$ cat config.mk
export PLATFORM = sky130hd
export DESIGN_NAME = bat_outq
export DESIGN_NICKNAME = d
export VERILOG_FILES = /design/src/bearing_atan2_table_defines.svh /design/src/bat_pkg.sv /design/src/bat_outq.sv
export SDC_FILE = /design/constraint.sdc
export NUM_CORES = 1
export LEC_CHECK = 0
export ABC_CLOCK_PERIOD_IN_PS = 2450
export BUFFER_PORTS_ARGS = -buffer_cell sky130_fd_sc_hd__buf_2
export CAP_MARGIN = 5
export CORE_MARGIN = 3
export CORE_UTILIZATION = 48
export CTS_BUF_LIST = sky130_fd_sc_hd__clkbuf_4 sky130_fd_sc_hd__clkbuf_8
export DETAILED_ROUTE_END_ITERATION = 8
export PLACE_DENSITY = 0.74
export SKIP_CTS_REPAIR_TIMING = 1
export SLEW_MARGIN = 10
export SYNTH_ARGS = -nofsm -noshare
export SYNTH_HDL_FRONTEND = slang
export SYNTH_SLANG_ARGS = --single-unit
$ cat constraint.sdc
create_clock -name clk -period 2.45 [get_ports clk]
set_clock_uncertainty 0.2 [all_clocks]
set_input_delay 0.3675 -clock clk [delete_from_list [all_inputs] [get_ports clk]]
set_output_delay 0.3675 -clock clk [all_outputs]
set_load 0.03 [all_outputs]
$ cat src/bearing_atan2_table_defines.svh
// Assertion macros for the bearing_atan2_table block.
// Included by the top level; no other dependencies.
`ifndef BEARING_ATAN2_TABLE_DEFINES_SVH
`define BEARING_ATAN2_TABLE_DEFINES_SVH
`ifndef SYNTHESIS
`define BAT_ASSERT_IMP(lbl, ante, cons) \
  lbl: assert property (@(posedge clk) disable iff (!rst_n) (ante) |-> (cons)) \
    else $error("bearing_atan2_table: check failed");
`define BAT_ASSERT_NEXT(lbl, ante, cons) \
  lbl: assert property (@(posedge clk) disable iff (!rst_n) (ante) |=> (cons)) \
    else $error("bearing_atan2_table: check failed");
`else
`define BAT_ASSERT_IMP(lbl, ante, cons)
`define BAT_ASSERT_NEXT(lbl, ante, cons)
`endif
`endif

$ cat src/bat_pkg.sv
// Shared types, constants and the arctangent ROM builder for bearing_atan2_table.
// No dependencies.
package bat_pkg;

  localparam int COORD_WIDTH     = 16;
  localparam int LOG_STEPS       = 10;
  localparam int TABLE_STEPS     = 1 << LOG_STEPS;
  localparam int ANGLE_FRAC_BITS = 16;
  localparam int IDX_W           = LOG_STEPS + 1;
  localparam int ROM_W           = ANGLE_FRAC_BITS + 6;   // 45 degrees needs 6 integer bits
  localparam int BEARING_W       = 25;
  localparam int BASE_W          = 9;
  localparam int MAG_W           = COORD_WIDTH;
  localparam int REM_W           = COORD_WIDTH + 1;
  localparam int DIV_STAGES      = LOG_STEPS + 1;
  localparam int QBITS           = 48;
  localparam int Q_DEPTH         = 4;
  localparam int QPTR_W          = 2;
  localparam int QCNT_W          = 3;

  localparam logic [BASE_W-1:0] BASE_0   = BASE_W'(0);
  localparam logic [BASE_W-1:0] BASE_90  = BASE_W'(90);
  localparam logic [BASE_W-1:0] BASE_180 = BASE_W'(180);
  localparam logic [BASE_W-1:0] BASE_270 = BASE_W'(270);
  localparam logic [BASE_W-1:0] BASE_360 = BASE_W'(360);

  typedef struct packed {
    logic signed [COORD_WIDTH-1:0] x_coord;
    logic signed [COORD_WIDTH-1:0] y_coord;
  } in_item_t;

  typedef struct packed {
    logic [BEARING_W-1:0] bearing;
    logic                 zero_vector;
  } out_item_t;

  typedef struct packed {
    logic [MAG_W-1:0]  num;
    logic [MAG_W-1:0]  den;
    logic [BASE_W-1:0] base;
    logic              add;
    logic              zero;
  } class_t;

  typedef struct packed {
    logic [REM_W-1:0]  rem;
    logic [MAG_W-1:0]  den;
    logic [IDX_W-1:0]  quo;
    logic [BASE_W-1:0] base;
    logic              add;
    logic              zero;
  } div_t;

  typedef struct packed {
    logic [BASE_W-1:0] base;
    logic              add;
    logic              zero;
  } fold_t;

  typedef logic [ROM_W-1:0] rom_t [0:TABLE_STEPS];

  // shift-subtract division for the ROM builder; returns remainder when want_rem is set
  function automatic longint unsigned udiv64(longint unsigned a, longint unsigned b,
                                             bit want_rem);
    longint unsigned q;
    longint unsigned r;
    int k;
    q = 0;
    r = 0;
    for (k = 63; k >= 0; k--) begin
      r = {r[62:0], a[k]};
      q = q << 1;
      if (r >= b) begin
        r = r - b;
        q = q | 64'd1;
      end
    end
    return want_rem ? r : q;
  endfunction

  // atan(p/q) in radians, Q48 series
  function automatic longint unsigned atan_q48(longint unsigned p, longint unsigned q);
    longint unsigned term;
    longint unsigned sum;
    longint unsigned t;
    int n;
    term = udiv64((64'd1 << QBITS) * p, q, 1'b0);
    sum  = 0;
    for (n = 0; n < 64; n++) begin
      if (term != 0) begin
        t = udiv64(term, longint'(2 * n + 1), 1'b0);
        if (n[0] == 1'b0) sum = sum + t;
        else sum = sum - t;
        term = udiv64(term * p, q, 1'b0);
        term = udiv64(term * p, q, 1'b0);
      end
    end
    return sum;
  endfunction

  // radians Q48 to degrees with ANGLE_FRAC_BITS fraction, round half up
  function automatic longint unsigned to_degrees(longint unsigned rad, longint unsigned qpi);
    longint unsigned num;
    longint unsigned ip;
    longint unsigned r;
    longint unsigned frac;
    int b;
    num  = rad * 45;
    ip   = udiv64(num, qpi, 1'b0);
    r    = udiv64(num, qpi, 1'b1);
    frac = 0;
    for (b = 0; b < ANGLE_FRAC_BITS + 1; b++) begin
      r    = r << 1;
      frac = frac << 1;
      if (r >= qpi) begin
        r    = r - qpi;
        frac = frac | 64'd1;
      end
    end
    return (((ip << (ANGLE_FRAC_BITS + 1)) | frac) + 64'd1) >> 1;
  endfunction

  function automatic rom_t build_rom();
    rom_t            tbl;
    longint unsigned qpi;
    longint unsigned rad;
    longint unsigned ts;
    int i;
    ts  = longint'(TABLE_STEPS);
    qpi = 4 * atan_q48(64'd1, 64'd5) - atan_q48(64'd1, 64'd239);
    for (i = 0; i <= TABLE_STEPS; i++) begin
      if (2 * i <= TABLE_STEPS) rad = atan_q48(longint'(i), ts);
      else rad = qpi - atan_q48(ts - longint'(i), ts + longint'(i));
      tbl[i] = ROM_W'(to_degrees(rad, qpi));
    end
    return tbl;
  endfunction

endpackage

$ cat src/bat_outq.sv
// Result queue between the back end and the output port.
// Depends on bat_pkg.
module bat_outq (
  input  logic               clk,
  input  logic               rst_n,
  input  logic               wr_en,
  input  bat_pkg::out_item_t wr_item,
  output logic               q_full,
  output logic               empty,
  input  logic               pop,
  output bat_pkg::out_item_t out_data
);

  bat_pkg::out_item_t          mem_r [bat_pkg::Q_DEPTH];
  logic [bat_pkg::QPTR_W-1:0]  wptr_r, wptr_nxt, rptr_r, rptr_nxt;
  logic [bat_pkg::QCNT_W-1:0]  cnt_r, cnt_nxt;
  logic                        wr, rd;

  assign q_full   = (cnt_r == bat_pkg::QCNT_W'(bat_pkg::Q_DEPTH));
  assign empty    = (cnt_r == '0);
  assign out_data = mem_r[rptr_r];
  assign wr       = wr_en && !q_full;
  assign rd       = pop && !empty;

  always_comb begin
    wptr_nxt = wr ? wptr_r + 1'b1 : wptr_r;
    rptr_nxt = rd ? rptr_r + 1'b1 : rptr_r;
    cnt_nxt  = cnt_r + bat_pkg::QCNT_W'(wr) - bat_pkg::QCNT_W'(rd);
  end

  always_ff @(posedge clk) begin
    if (!rst_n) begin
      wptr_r <= '0;
      rptr_r <= '0;
      cnt_r  <= '0;
    end else begin
      wptr_r <= wptr_nxt;
      rptr_r <= rptr_nxt;
      cnt_r  <= cnt_nxt;
    end
  end

  always_ff @(posedge clk) begin
    if (wr) mem_r[wptr_r] <= wr_item;
  end

endmodule

# Yosys cells after proc, flatten, opt, wreduce, memory -nomap -nowiden
# Memory sizes are Yosys's and may differ from the RTL's. A register that Yosys moved wholly into a read port is not among the register bits.
# Cells that the tools add are included.
# totals
wordCells,18
mem_bits_ro,0
out_inout_bits,28
memories,1
reg_bits,7
ram_bits,104
latchBits,0
inputBits,30
# mem_list
memory,depth,word_bits,read_ports,rd_clocked_by_memory_dff,wr,line,source
mem_r,4,26,1,1,1,bat_outq.sv:14,bat_pkg::out_item_t mem_r [bat_pkg::Q_DEPTH];
# op_classes
bitwise_logic,0
magnitude_cmp,0
shift,0
n_reduce_logical,5
n_mux,4
mul,0
add_sub_neg,4
n_div,0
n_eq_ne,1
# ops
op,count
adder 2 x 1 -> 2 bit (second input constant),2
two-way mux 2 bit,2
adder 3 x 1 -> 3 bit,1
== test 3 bit (second input constant),1
logical NOT 3 bit,1
subtractor 3 x 1 -> 3 bit,1
logical AND 1 bit,2
logical NOT 1 bit,2
two-way mux 1 bit,2

# Longest topological paths before layout
# depth
ltp_word,5
depth_mapped,11
depth_no_buf,10

# Least setup slack after synthesis
# OpenSTA, ideal clock, no wires.
# synth_path
path_kind,reg-to-reg
startpoint,register cnt_r[1] (netlist bit)
endpoint,register cnt_r[2] (netlist bit)
path_slack_ns,-0.136
path_stages_with_launch,10
path_buffers,0
arrival_ns,2.271
required_time_ns,2.135
path_cell_list,dfxtp_1 nor3_2 nor2b_1 ha_1 inv_1 ha_1 fa_1 xnor2_1 xnor2_1 and2_1
# synth_via
word_cells_on_any_way,8
# synth_rtl
element,line,source
from (decl),bat_outq.sv:16,"logic [bat_pkg::QCNT_W-1:0] cnt_r, cnt_nxt;"
from (signal assigned),bat_outq.sv:39,cnt_r <= cnt_nxt;
logical NOT 3 bit,bat_outq.sv:20,assign empty = (cnt_r == '0);
net empty,bat_outq.sv:9,"output logic empty,"
logical NOT 1 bit,bat_outq.sv:23,assign rd = pop && !empty;
logical AND 1 bit,bat_outq.sv:23,
net rd,bat_outq.sv:17,"logic wr, rd;"
subtractor 3 x 1 -> 3 bit,bat_outq.sv:28,cnt_nxt = cnt_r + bat_pkg::QCNT_W'(wr) - bat_pkg::QCNT_W'(rd);
# The timed path passes the listed nets, and every way through them passes these cells.
# A chain may end at the register's enable or synchronous reset.

==> reports/results.ini <==
[cts]
clk_pin_slew_worst_paths_ns=0.06
clock_latency_ns=0.41
htreeDepth=4
cts_tree=yes
cts_buffers=17
clock_sinks=113
cts-root-buf=clkbuf_8
cts_buffer_depth=2

[power]
sequentialPowerShare=0.425
power.switching_mw=1.639
combPwrFrac=0.257
switching_share=0.2854
intPower_mw=4.104
clkPwrFrac=0.318
peakVddDrop_uv=723.8
power_mw=5.743
power_density_mw_per_mm2=1051
leakage_nw=1.960

[synth]
postSynthCellCount=187
synth_top_area_frac=0.7292
synthTopCellsByArea=edfxtp_1 (73%), mux4_2 (11%), dfxtp_1 (4.2%)
synth_edf_count=104
synth_seq_cells=113
synth_area_leader_cell=edfxtp_1
async_flop_share=0
synth_flop_cell=edfxtp_1
synth_area_per_cell_sq_um=22.90
synth_warnings=0
syn_area_sq_mm=0.004283
synth_nets=224
yosysUniqueCellTypes=23
yosysMostFrequentCell=edfxtp_1
synth.top_cells.by_count=edfxtp_1 (104), mux4_2 (20), dfxtp_1 (9)
yosysSeqAreaShare=0.7713

[setup_path]
regToRegEndpoint=cnt_r[2]
ff2ff_setup_slack_ns=0.15
critical_path.endpoint=out_data[23]
start_kind=register
endpoint_kind=primary output
reg2reg_depth=10
max_stage_delay_ns=0.57
crit_fanout=7
arrival_ns=1.76
slowest_stage=mux4_1
worstPathCellList=buf_4 -> mux4_1 -> buf_2
required_ns=1.88
r2r_start=cnt_r[0]
critPathKind=reg -> out

[floorplan]
dieArea_sq_mm=0.01009
die_h_microns=100.5
ioPinCount=58
row_count=33
die_w_microns=100.5
core_area_sq_mm=0.008423
start_util=0.5085

[sta]
tightestPinTransition_ns=0.2629
rsz0062_at_grt=no
layout_setup_ws_ns=0.1230
max_freq_mhz=429.7
finalCritPeriodShare=0.9498
setup_tns_ns=0
fin_crit_ns=2.327
max-slew-margin-rel=0.8247
setup_viol=0
hold_slack_ns=0.08886
hold_viol_final=0
drv_slew=0

[cells_and_area]
post-route-util=0.6487
final_cell_area_sq_mm=0.005464
n_antenna_cell=0
drive_above_1_share=0.4084
fin_cells=416
regArea_sq_mm=0.003308
multi_input_area_sq_um=894.6
final_nets=335
syn2layout_area_growth_pct=27.58
fillers=598

[min_path]
min_path_type=in -> reg

[flow_run]
cap_violations=0

[place]
placement.io_buffers=57
placed_area_sq_mm=0.004757
dp_cells=355
hpwl_microns=4509
place.gp.congestion=0.6837
dp_slack_ns=0.1517

[global_routing]
grt_use_total=0.1540
grt_start_max_net_pins=18
antenna_found_initial=0
overflow=0
grt_pass1_wl_microns=11100
grt_pass1_vias=2194

[detailed_routing]
vias=2121
firstDrtPassIters=6
first_iter_violations=132
wl_per_cell_microns=17.24
viasPerCell=5.099
drt-total-wl_microns=7171
drt_drc_violations_left=0
ant_nets=0

[run_status]
status=completed

## state kept, by name, indices dropped and copies added, names as in the netlist, named ones only
signal / flops
cnt_r: 3
mem_r: 104
rptr_r: 2
wptr_r: 2
## cell usage in the layout, fill, tap and decap left out, types with 3 or more instances in the layout
cell type	Yosys	layout
inv_1	6	6
clkinv_1	0	3
buf_4	0	16
mux4_2	20	20
dfxtp_1	9	7
clkbuf_4	0	3
o21ai_0	3	3
and2_1	7	7
nand2_1	6	6
dlygate4sd3_1	0	26
clkbuf_8	0	17
mux4_1	6	6
bufinv_16	0	4
buf_2	3	57
ha_1	6	6
edfxtp_1	104	104
## cell families (layout without fill, tap and decap cells)
family,count (synthesis),in the layout,synth area share
flops,113,113,0.7713
mux,28,28,0.1467
simple gates,19,19,0.02775
buf+inv,14,138,0.02278
fa+ha+maj,7,7,0.02220
compound gates,4,4,0.005258
xor+xnor,2,2,0.004091
## routing by layer
metal / up-vias / track usage / wire length, microns
met5: - / 0 / 0
met4: 0 / 0.05907 / 48
met3: 6 / 0.06644 / 342
met2: 59 / 0.2345 / 3606
met1: 1072 / 0.1978 / 3173
li1: 984 / - / -
## cell type report
| class | instances | share of cell area |
|---|---|---|
| clock buffer | 20 | 0.04694 |
| clock inverter | 12 | 0.03023 |
| inverter | 6 | 0.004122 |
| multi-input combinational | 60 | 0.1637 |
| sequential | 113 | 0.6054 |
| tap | 105 | 0.02404 |
| timing repair buffer | 100 | 0.1255 |
## worst max-delay path: cells and delay by family (launching register included)
kind	cells	cell delay [ns]
multiplexers	1	0.57
flip-flops	1	0.41
buffers and inverters	2	0.37
## worst min-delay path by stage
| stage | from | endpoint | slack [ns] | cells past startpoint |
|---|---|---|---|---|
| final | pop | rptr_r[0] | 0.09 | 3 |
| after global routing | rst_n | cnt_r[2] | 0.08 | 2 |
| after CTS | wr_item[13] | mem_r[0][13] | -0.07 | 1 |
| after detailed placement | rptr_r[1] | register | 0.28 | 2 |
| after global placement | wptr_r[0] | wptr_r[0] | 0.28 | 2 |
| after floorplan | rptr_r[1] | register | 0.26 | 2 |
## power by group through the flow
stage                     Clock [mW]  Combinational [mW]  Sequential, mW
after floorplan                    0                1.10            2.44
after CTS                       1.87                1.44            2.45
after global routing            1.98                1.60            2.46
after detailed placement           0                1.43            2.49
after global placement             0                1.42            2.47
final                           1.83                1.48            2.44
Power figures use the tool's default switching activity.
