==> src/bearing_atan2_table_defines.svh <==
// Assertion macros for the bearing_atan2_table block.
// Included by the top level; no other dependencies.
`ifndef BEARING_ATAN2_TABLE_DEFINES_SVH
`define BEARING_ATAN2_TABLE_DEFINES_SVH
`ifndef SYNTHESIS
`define BAT_ASSERT_IMP(lbl, ante, cons) \
  lbl: assert property (@(posedge clk) disable iff (!rst_n) (ante) |-> (cons)) \
    else $error("bearing_atan2_table: check failed");
`define BAT_ASSERT_NEXT(lbl, ante, cons) \
  lbl: assert property (@(posedge clk) disable iff (!rst_n) (ante) |=> (cons)) \
    else $error("bearing_atan2_table: check failed");
`else
`define BAT_ASSERT_IMP(lbl, ante, cons)
`define BAT_ASSERT_NEXT(lbl, ante, cons)
`endif
`endif

==> src/bat_pkg.sv <==
// Shared types, constants and the arctangent ROM builder for bearing_atan2_table.
// No dependencies.
package bat_pkg;

  localparam int COORD_WIDTH     = 16;
  localparam int LOG_STEPS       = 10;
  localparam int TABLE_STEPS     = 1 << LOG_STEPS;
  localparam int ANGLE_FRAC_BITS = 16;
  localparam int IDX_W           = LOG_STEPS + 1;
  localparam int ROM_W           = ANGLE_FRAC_BITS + 6;   // 45 degrees needs 6 integer bits
  localparam int BEARING_W       = 25;
  localparam int BASE_W          = 9;
  localparam int MAG_W           = COORD_WIDTH;
  localparam int REM_W           = COORD_WIDTH + 1;
  localparam int DIV_STAGES      = LOG_STEPS + 1;
  localparam int QBITS           = 48;
  localparam int Q_DEPTH         = 4;
  localparam int QPTR_W          = 2;
  localparam int QCNT_W          = 3;

  localparam logic [BASE_W-1:0] BASE_0   = BASE_W'(0);
  localparam logic [BASE_W-1:0] BASE_90  = BASE_W'(90);
  localparam logic [BASE_W-1:0] BASE_180 = BASE_W'(180);
  localparam logic [BASE_W-1:0] BASE_270 = BASE_W'(270);
  localparam logic [BASE_W-1:0] BASE_360 = BASE_W'(360);

  typedef struct packed {
    logic signed [COORD_WIDTH-1:0] x_coord;
    logic signed [COORD_WIDTH-1:0] y_coord;
  } in_item_t;

  typedef struct packed {
    logic [BEARING_W-1:0] bearing;
    logic                 zero_vector;
  } out_item_t;

  typedef struct packed {
    logic [MAG_W-1:0]  num;
    logic [MAG_W-1:0]  den;
    logic [BASE_W-1:0] base;
    logic              add;
    logic              zero;
  } class_t;

  typedef struct packed {
    logic [REM_W-1:0]  rem;
    logic [MAG_W-1:0]  den;
    logic [IDX_W-1:0]  quo;
    logic [BASE_W-1:0] base;
    logic              add;
    logic              zero;
  } div_t;

  typedef struct packed {
    logic [BASE_W-1:0] base;
    logic              add;
    logic              zero;
  } fold_t;

  typedef logic [ROM_W-1:0] rom_t [0:TABLE_STEPS];

  // shift-subtract division for the ROM builder; returns remainder when want_rem is set
  function automatic longint unsigned udiv64(longint unsigned a, longint unsigned b,
                                             bit want_rem);
    longint unsigned q;
    longint unsigned r;
    int k;
    q = 0;
    r = 0;
    for (k = 63; k >= 0; k--) begin
      r = {r[62:0], a[k]};
      q = q << 1;
      if (r >= b) begin
        r = r - b;
        q = q | 64'd1;
      end
    end
    return want_rem ? r : q;
  endfunction

  // atan(p/q) in radians, Q48 series
  function automatic longint unsigned atan_q48(longint unsigned p, longint unsigned q);
    longint unsigned term;
    longint unsigned sum;
    longint unsigned t;
    int n;
    term = udiv64((64'd1 << QBITS) * p, q, 1'b0);
    sum  = 0;
    for (n = 0; n < 64; n++) begin
      if (term != 0) begin
        t = udiv64(term, longint'(2 * n + 1), 1'b0);
        if (n[0] == 1'b0) sum = sum + t;
        else sum = sum - t;
        term = udiv64(term * p, q, 1'b0);
        term = udiv64(term * p, q, 1'b0);
      end
    end
    return sum;
  endfunction

  // radians Q48 to degrees with ANGLE_FRAC_BITS fraction, round half up
  function automatic longint unsigned to_degrees(longint unsigned rad, longint unsigned qpi);
    longint unsigned num;
    longint unsigned ip;
    longint unsigned r;
    longint unsigned frac;
    int b;
    num  = rad * 45;
    ip   = udiv64(num, qpi, 1'b0);
    r    = udiv64(num, qpi, 1'b1);
    frac = 0;
    for (b = 0; b < ANGLE_FRAC_BITS + 1; b++) begin
      r    = r << 1;
      frac = frac << 1;
      if (r >= qpi) begin
        r    = r - qpi;
        frac = frac | 64'd1;
      end
    end
    return (((ip << (ANGLE_FRAC_BITS + 1)) | frac) + 64'd1) >> 1;
  endfunction

  function automatic rom_t build_rom();
    rom_t            tbl;
    longint unsigned qpi;
    longint unsigned rad;
    longint unsigned ts;
    int i;
    ts  = longint'(TABLE_STEPS);
    qpi = 4 * atan_q48(64'd1, 64'd5) - atan_q48(64'd1, 64'd239);
    for (i = 0; i <= TABLE_STEPS; i++) begin
      if (2 * i <= TABLE_STEPS) rad = atan_q48(longint'(i), ts);
      else rad = qpi - atan_q48(ts - longint'(i), ts + longint'(i));
      tbl[i] = ROM_W'(to_degrees(rad, qpi));
    end
    return tbl;
  endfunction

endpackage

==> src/bat_front.sv <==
// Front end: accepts input vectors, sorts them into octants and queues them.
// Depends on bat_pkg.
module bat_front (
  input  logic              clk,
  input  logic              rst_n,
  input  logic              push,
  output logic              full,
  input  bat_pkg::in_item_t in_data,
  input  logic              deq,
  output logic              q_valid,
  output bat_pkg::class_t   q_head
);

  bat_pkg::class_t                   cls;
  bat_pkg::class_t                   mem_r [bat_pkg::Q_DEPTH];
  logic [bat_pkg::QPTR_W-1:0]        wptr_r, wptr_nxt, rptr_r, rptr_nxt;
  logic [bat_pkg::QCNT_W-1:0]        cnt_r, cnt_nxt;
  logic signed [bat_pkg::REM_W-1:0]  xs, ys;
  logic [bat_pkg::MAG_W-1:0]         ax, ay;
  logic                              wr, rd;

  always_comb begin
    xs = {in_data.x_coord[bat_pkg::COORD_WIDTH-1], in_data.x_coord};
    ys = {in_data.y_coord[bat_pkg::COORD_WIDTH-1], in_data.y_coord};
    ax = xs[bat_pkg::REM_W-1] ? bat_pkg::MAG_W'(-xs) : bat_pkg::MAG_W'(xs);
    ay = ys[bat_pkg::REM_W-1] ? bat_pkg::MAG_W'(-ys) : bat_pkg::MAG_W'(ys);
    cls.zero = (ax == '0) && (ay == '0);
    // ties go the way of the octant sort: equal magnitudes take the adding branch
    unique case ({xs[bat_pkg::REM_W-1], ys[bat_pkg::REM_W-1]})
      2'b00: begin
        if (ay >= ax) begin
          cls.num = ax; cls.den = ay; cls.base = bat_pkg::BASE_0; cls.add = 1'b1;
        end else begin
          cls.num = ay; cls.den = ax; cls.base = bat_pkg::BASE_90; cls.add = 1'b0;
        end
      end
      2'b01: begin
        if (ax >= ay) begin
          cls.num = ay; cls.den = ax; cls.base = bat_pkg::BASE_90; cls.add = 1'b1;
        end else begin
          cls.num = ax; cls.den = ay; cls.base = bat_pkg::BASE_180; cls.add = 1'b0;
        end
      end
      2'b11: begin
        if (ay >= ax) begin
          cls.num = ax; cls.den = ay; cls.base = bat_pkg::BASE_180; cls.add = 1'b1;
        end else begin
          cls.num = ay; cls.den = ax; cls.base = bat_pkg::BASE_270; cls.add = 1'b0;
        end
      end
      default: begin
        if (ax >= ay) begin
          cls.num = ay; cls.den = ax; cls.base = bat_pkg::BASE_270; cls.add = 1'b1;
        end else begin
          cls.num = ax; cls.den = ay; cls.base = bat_pkg::BASE_360; cls.add = 1'b0;
        end
      end
    endcase
  end

  assign full    = (cnt_r == bat_pkg::QCNT_W'(bat_pkg::Q_DEPTH));
  assign q_valid = (cnt_r != '0);
  assign q_head  = mem_r[rptr_r];
  assign wr      = push && !full;
  assign rd      = deq && q_valid;

  always_comb begin
    wptr_nxt = wr ? wptr_r + 1'b1 : wptr_r;
    rptr_nxt = rd ? rptr_r + 1'b1 : rptr_r;
    cnt_nxt  = cnt_r + bat_pkg::QCNT_W'(wr) - bat_pkg::QCNT_W'(rd);
  end

  always_ff @(posedge clk) begin
    if (!rst_n) begin
      wptr_r <= '0;
      rptr_r <= '0;
      cnt_r  <= '0;
    end else begin
      wptr_r <= wptr_nxt;
      rptr_r <= rptr_nxt;
      cnt_r  <= cnt_nxt;
    end
  end

  always_ff @(posedge clk) begin
    if (wr) mem_r[wptr_r] <= cls;
  end

endmodule

==> config.mk <==
export PLATFORM = sky130hd
export DESIGN_NAME = bat_front
export DESIGN_NICKNAME = d
export VERILOG_FILES = /design/src/bearing_atan2_table_defines.svh /design/src/bat_pkg.sv /design/src/bat_front.sv
export SDC_FILE = /design/constraint.sdc
export NUM_CORES = 1
export LEC_CHECK = 0
export ABC_AREA = 1
export BUFFER_PORTS_ARGS = -buffer_cell sky130_fd_sc_hd__buf_2
export CAP_MARGIN = 5
export CORE_ASPECT_RATIO = 1.2
export CORE_MARGIN = 2
export CORE_UTILIZATION = 50
export CTS_BUF_LIST = sky130_fd_sc_hd__clkbuf_8
export DETAILED_ROUTE_END_ITERATION = 8
export PLACE_DENSITY = 0.7
export REMOVE_ABC_BUFFERS = 1
export SETUP_SLACK_MARGIN = 0.2
export SLEW_MARGIN = 20
export SYNTH_ARGS = -nofsm -noshare
export SYNTH_HDL_FRONTEND = slang
export SYNTH_SLANG_ARGS = --single-unit
==> constraint.sdc <==
create_clock -name clk -period 8.6 [get_ports clk]
set_input_delay 1.29 -clock clk [delete_from_list [all_inputs] [get_ports clk]]
set_output_delay 1.29 -clock clk [all_outputs]
set_load 0.005 [all_outputs]
# --- Word-level counts from Yosys, hierarchy flattened ---
# Memories as Yosys holds them, arrays and structs flattened. A register that Yosys moved wholly into a read port is not among the register bits.
# Index checks and enable logic that the tools add are counted.
# W data, S select, Z words.
word_totals:
  n_memories: 1
  regBits: 7
  out_inout_bits: 45
  in_bits: 36
  mem_bits_rw: 172
mem_list:
  columns: ["name", "depth", "word_bits", "rd", "rd_clocked_by_memory_dff", "write_ports", "line", "rtl"]
  rows:
  - ["mem_r", 4, 43, 1, 1, 1, "bat_front.sv:15", "bat_pkg::class_t mem_r [bat_pkg::Q_DEPTH];"]
op_classes:
  eq_ne: 3
  magnitude_cmp: 2
  addsub: 6
  reduce_logical: 8
  muxes: 11
ops:
  columns: ["operator", "n"]
  rows:
  - ["$mux W42", 4]
  - ["$pmux W42 S3", 1]
  - ["$ge A16 B16 Y1", 2]
  - ["$logic_not A16 Y1", 2]
  - ["$mux W16", 2]
  - ["$neg A16 Y16", 2]
  - ["$add A2 B1 Y2 const B", 2]
  - ["$mux W2", 2]
  - ["$add A3 B1 Y3", 1]
  - ["$eq A3 B3 Y1 const B", 1]
  - ["$logic_and A1 B1 Y1", 3]
  - ["$reduce_bool A3 Y1", 1]
  - ["$sub A3 B1 Y3", 1]
  - ["$eq A2 B1 Y1 const B", 1]
  - ["$eq A2 B2 Y1 const B", 1]
  - ["$logic_not A2 Y1", 1]
  - ["$mux W1", 2]
  - ["$logic_not A1 Y1", 1]

# --- Longest topological paths before layout ---
logic_depth:
  depth_word: 5
  depth_mapped: 24
  ltp_nobuf: 23

# --- Worst setup path after synthesis ---
# Ideal clock, no wire load.
synth_path:
  path_kind: "input -> register"
  startpoint: "input in_data[1] (netlist name)"
  endpoint: "memory mem_r[0][11] (netlist name), data pin"
  t_arrival_ns: 3.790
  setup_ns: 0.260
  slack_ns: 4.550
  required_ns: 8.340
  cell_stages: 22
  cell_sequence: "nor2_2 > nand2_2 > nor2_1 > nand2_1 > nor3_1 > nand2_1 > nand2_1 > xor2_1 > inv_1 > ha_1 > a21oi_1 > nor2_1 > a211oi_1 > nand2_2 > inv_4 > nand3_4 > nand2_4 > nand2_4 > buf_12 > buf_12 > nand2_1 > o21ai_2"
synth_rtl:
  columns: ["item", "line", "rtl"]
  rows:
  - ["start: declaration", "bat_front.sv:8", "input bat_pkg::in_item_t in_data,"]
  - ["end: declaration", "bat_front.sv:15", null]

==> results.yml <==
power_and_ir_drop:
  cellPowerDensity_nw_per_um2: 248
  leakagePower_nw: 3.85
  vdd_drop_max_uv: 206
routing:
  num_vias: 6320
  routed_wl_um: 19800
  first_pass_iters: 5
  ant_nets: 0
  drt-initial-drc-count: 456
  wire_per_inst_um: 17.1
  drc: 0
  drt-vias-per-instance: 5.45
logic_synthesis:
  syn_inst: 857
  ys_ff_latch: 177
  ys_seq_area_frac: 0.595
  synth_async_sr_flop_share: 0
  ys_types: 38
  synth_edf_count: 168
  synth.avg_cell_area_um2: 10.2
  ys.warnings.count: 0
  ys.flop_type: "edfxtp_1"
  synth_area_um2: 8780
floorplanning:
  core_area_um2: 17400
  die-area_um2: 18600
  start_util: 0.505
  fp.dieH_um: 149
  row_count: 53
  num_io_pins: 81
  fp.dieW_um: 125
worst_setup_path:
  endpoint_kind: "flip-flop"
  critical_path.max_stage_delay_ns: 0.41
  arrival_ns: 5.04
  path_buf_inv: 3
  cpMaxStageDelayCell: "nand2_4"
  r2r_cells: 9
  path_max_fanout: 41
  cp_data_required_time_ns: 8.76
  ff2ff_setup_slack_ns: 6.13
  crit_family: "simple AND/OR/NAND/NOR gates"
  startpoint_type: "input port"
  cpMostUsedCell: "nand2_1"
  critPathKind: "in2reg"
  cp_cell_sequence: "buf_2 -> inv_2 -> nand2_1 -> nor2_1 -> nand2_1 -> nor3_1 -> nand2_1 -> nand2_1 -> xor2_1 -> inv_1 -> ha_1 -> nand4_1 -> nor2_1 -> nand2_2 -> nor2_4 -> nand3_2 -> nand3_4 -> nand2_4 -> nand2_4 -> o21ai_0"
  r2r_start: "cnt_r[1]"
  rr_endpoint: "cnt_r[2]"
worst_hold_path:
  min_path_type: "reg2reg"
  hold_depth: 2
  worstHoldEndpoint: "rptr_r[1]"
  hold_start: "rptr_r[1]"
timing:
  post-route-min-period_ns: 4.87
  setup_viol: 0
  clock-skew-final_ns: 0.00708
  post-route-period-util: 0.567
  drv_slew: 0
  relSlewSlack: 0.429
  fmax_ghz: 0.205
  hold_viol: 0
  setup_tns_ns: 0
  worst_pin_slew_ns: 0.856
  rsz0062_at_grt: "false"
global_route:
  grt_pass1_wl_um: 30700
  grt_overflow: 0
  grt_antenna_before_repair: 0
  grt_max_degree: 86
  grtUsageTotal: 0.215
  grt_pass1_vias: 5897
clock_network:
  ctsHtreeMaxLevel: 4
  post_cts_resized: 0
  cts_buffers: 17
  cts_tree: "yes"
  post-cts-setup-buffers: 0
  cts_root_buf: "clkbuf_8"
  cts_buffer_depth: 2
  clock_latency_ns: 0.46
  cts_hold_buf: 0
  clock-sinks: 177
  path_clk_slew_ns: 0.08
layout:
  fill_cells: 1522
  drive_above_1_share: 0.207
  fin_nets: 986
  syn_to_final_growth_pct: 10.8
  fin_util: 0.560
  n_antenna_cell: 0
outcome:
  run_status: "complete, no violations"
flow_run:
  drv_cap: 0
place:
  dp_hpwl_um: 12900
  port-buffer-count: 79
  place.gp.congestion: 0.942
Yosys cell counts, types with 3 or more instances:
library cell / n / area [µm²]
edfxtp_1: 168 / 5040
o21ai_0: 117 / 586
nor2_1: 114 / 428
nand2_1: 104 / 390
inv_1: 76 / 285
o22ai_1: 42 / 263
nand3_1: 41 / 205
clkbuf_1: 31 / 116
nand2_2: 24 / 150
ha_1: 23 / 288
xor2_1: 20 / 175
inv_2: 13 / 48.8
o21ai_2: 11 / 96.3
a21oi_1: 10 / 50.1
dfxtp_1: 9 / 180
nand4_1: 6 / 37.5
nor2_2: 5 / 31.3
nand2_4: 4 / 45.0
nor3_1: 4 / 20.0
buf_12: 3 / 60.1
buf_2: 3 / 15.0
nand3_2: 3 / 30.0
nor2_4: 3 / 33.8
nor4_1: 3 / 18.8
o211ai_1: 3 / 22.5
o31ai_1: 3 / 22.5
cell type report:
class / count / area (µm²) / area share
clock buffers: 17 / 234 / 0.0241
clock inverters: 15 / 133 / 0.0136
inverters: 90 / 340 / 0.0350
multi-input cells: 551 / 3040 / 0.313
flip-flops and latches: 177 / 5230 / 0.538
well taps: 220 / 275 / 0.0283
repair buffers: 89 / 470 / 0.0484
where the power goes:
group / leakage [nW] / internal (mW) / switching, mW
registers: 1.62 / 1.12 / 0.0275
logic: 2.04 / 0.235 / 0.499
clock network: 0.188 / 0.233 / 0.297
total: 3.85 / 1.59 / 0.824
per-stage QoR:
step	area [µm²]	hold WS, ns	power, mW	instances	worst slack, ns
finish	9720	0.477	2.41	1159	3.73
global route	9720	0.512	2.55	1159	3.50
CTS	9720	0.480	2.43	1159	3.85
detailed placement	9350	0.464	1.91	1127	3.38
global placement	9350	0.452	1.89	1127	3.44
floorplan	8580	0.436	1.61	818	4.17
per-layer routing:
metal / vias to the layer above / share of wire / global-route usage
met4: 0 / 0.023 / 0.0856
met5: - / 0 / 0
met2: 193 / 0.49 / 0.368
met1: 3000 / 0.43 / 0.270
met3: 28 / 0.056 / 0.0445
li1: 3099 / - / -
registers in the layout (all words and copies together) (netlist names), named ones only:
signal and count:
wptr_r 2, cnt_r 3, rptr_r 2, mem_r 168
layout by cell type, fill, tap and decap left out, types with 10 or more instances in the layout:
cell and n:
a21oi_1 10, nand2_1 104, xor2_1 20, ha_1 23, o21ai_2 12, nor2_1 110
buf_4 10, inv_1 76, nand2_2 24, buf_2 79, o21ai_0 117, nand3_1 41
clkbuf_8 17, inv_2 14, o22ai_1 42, edfxtp_1 168
cells by family after synthesis:
logic type / count (synthesis) / synth area share
AND/OR/NAND/NOR: 316 / 0.166
AO/OA/AOI/OAI: 190 / 0.121
flip-flops: 177 / 0.595
buffers and inverters: 129 / 0.0619
adder cells (fa/ha/maj): 24 / 0.0351
XOR/XNOR: 20 / 0.0200
other: 1 / 0.000427
tightest hold or removal path, delay by kind of cell (launching register included):
kind                   cells  cell delay [ns]
AOI/OAI and AO/OA          1             0.07
buffers and inverters      1             0.06
DFF                        1             0.31
worst max-delay path by stage:
stage | slack (ns) | cells past startpoint | to | from
2_1_floorplan | 4.17 | 3 | q_head[0] | flip-flop
3_3_place_gp | 3.44 | 20 | mem_r[0][27] | in_data[3]
3_5_place_dp | 3.38 | 20 | mem_r[2][27] | in_data[3]
4_1_cts | 3.85 | 20 | mem_r[3][27] | in_data[3]
5_1_grt | 3.50 | 20 | mem_r[3][22] | in_data[3]
6_report | 3.73 | 20 | mem_r[2][27] | in_data[3]
No activity file was read; power rests on OpenSTA's default activity.
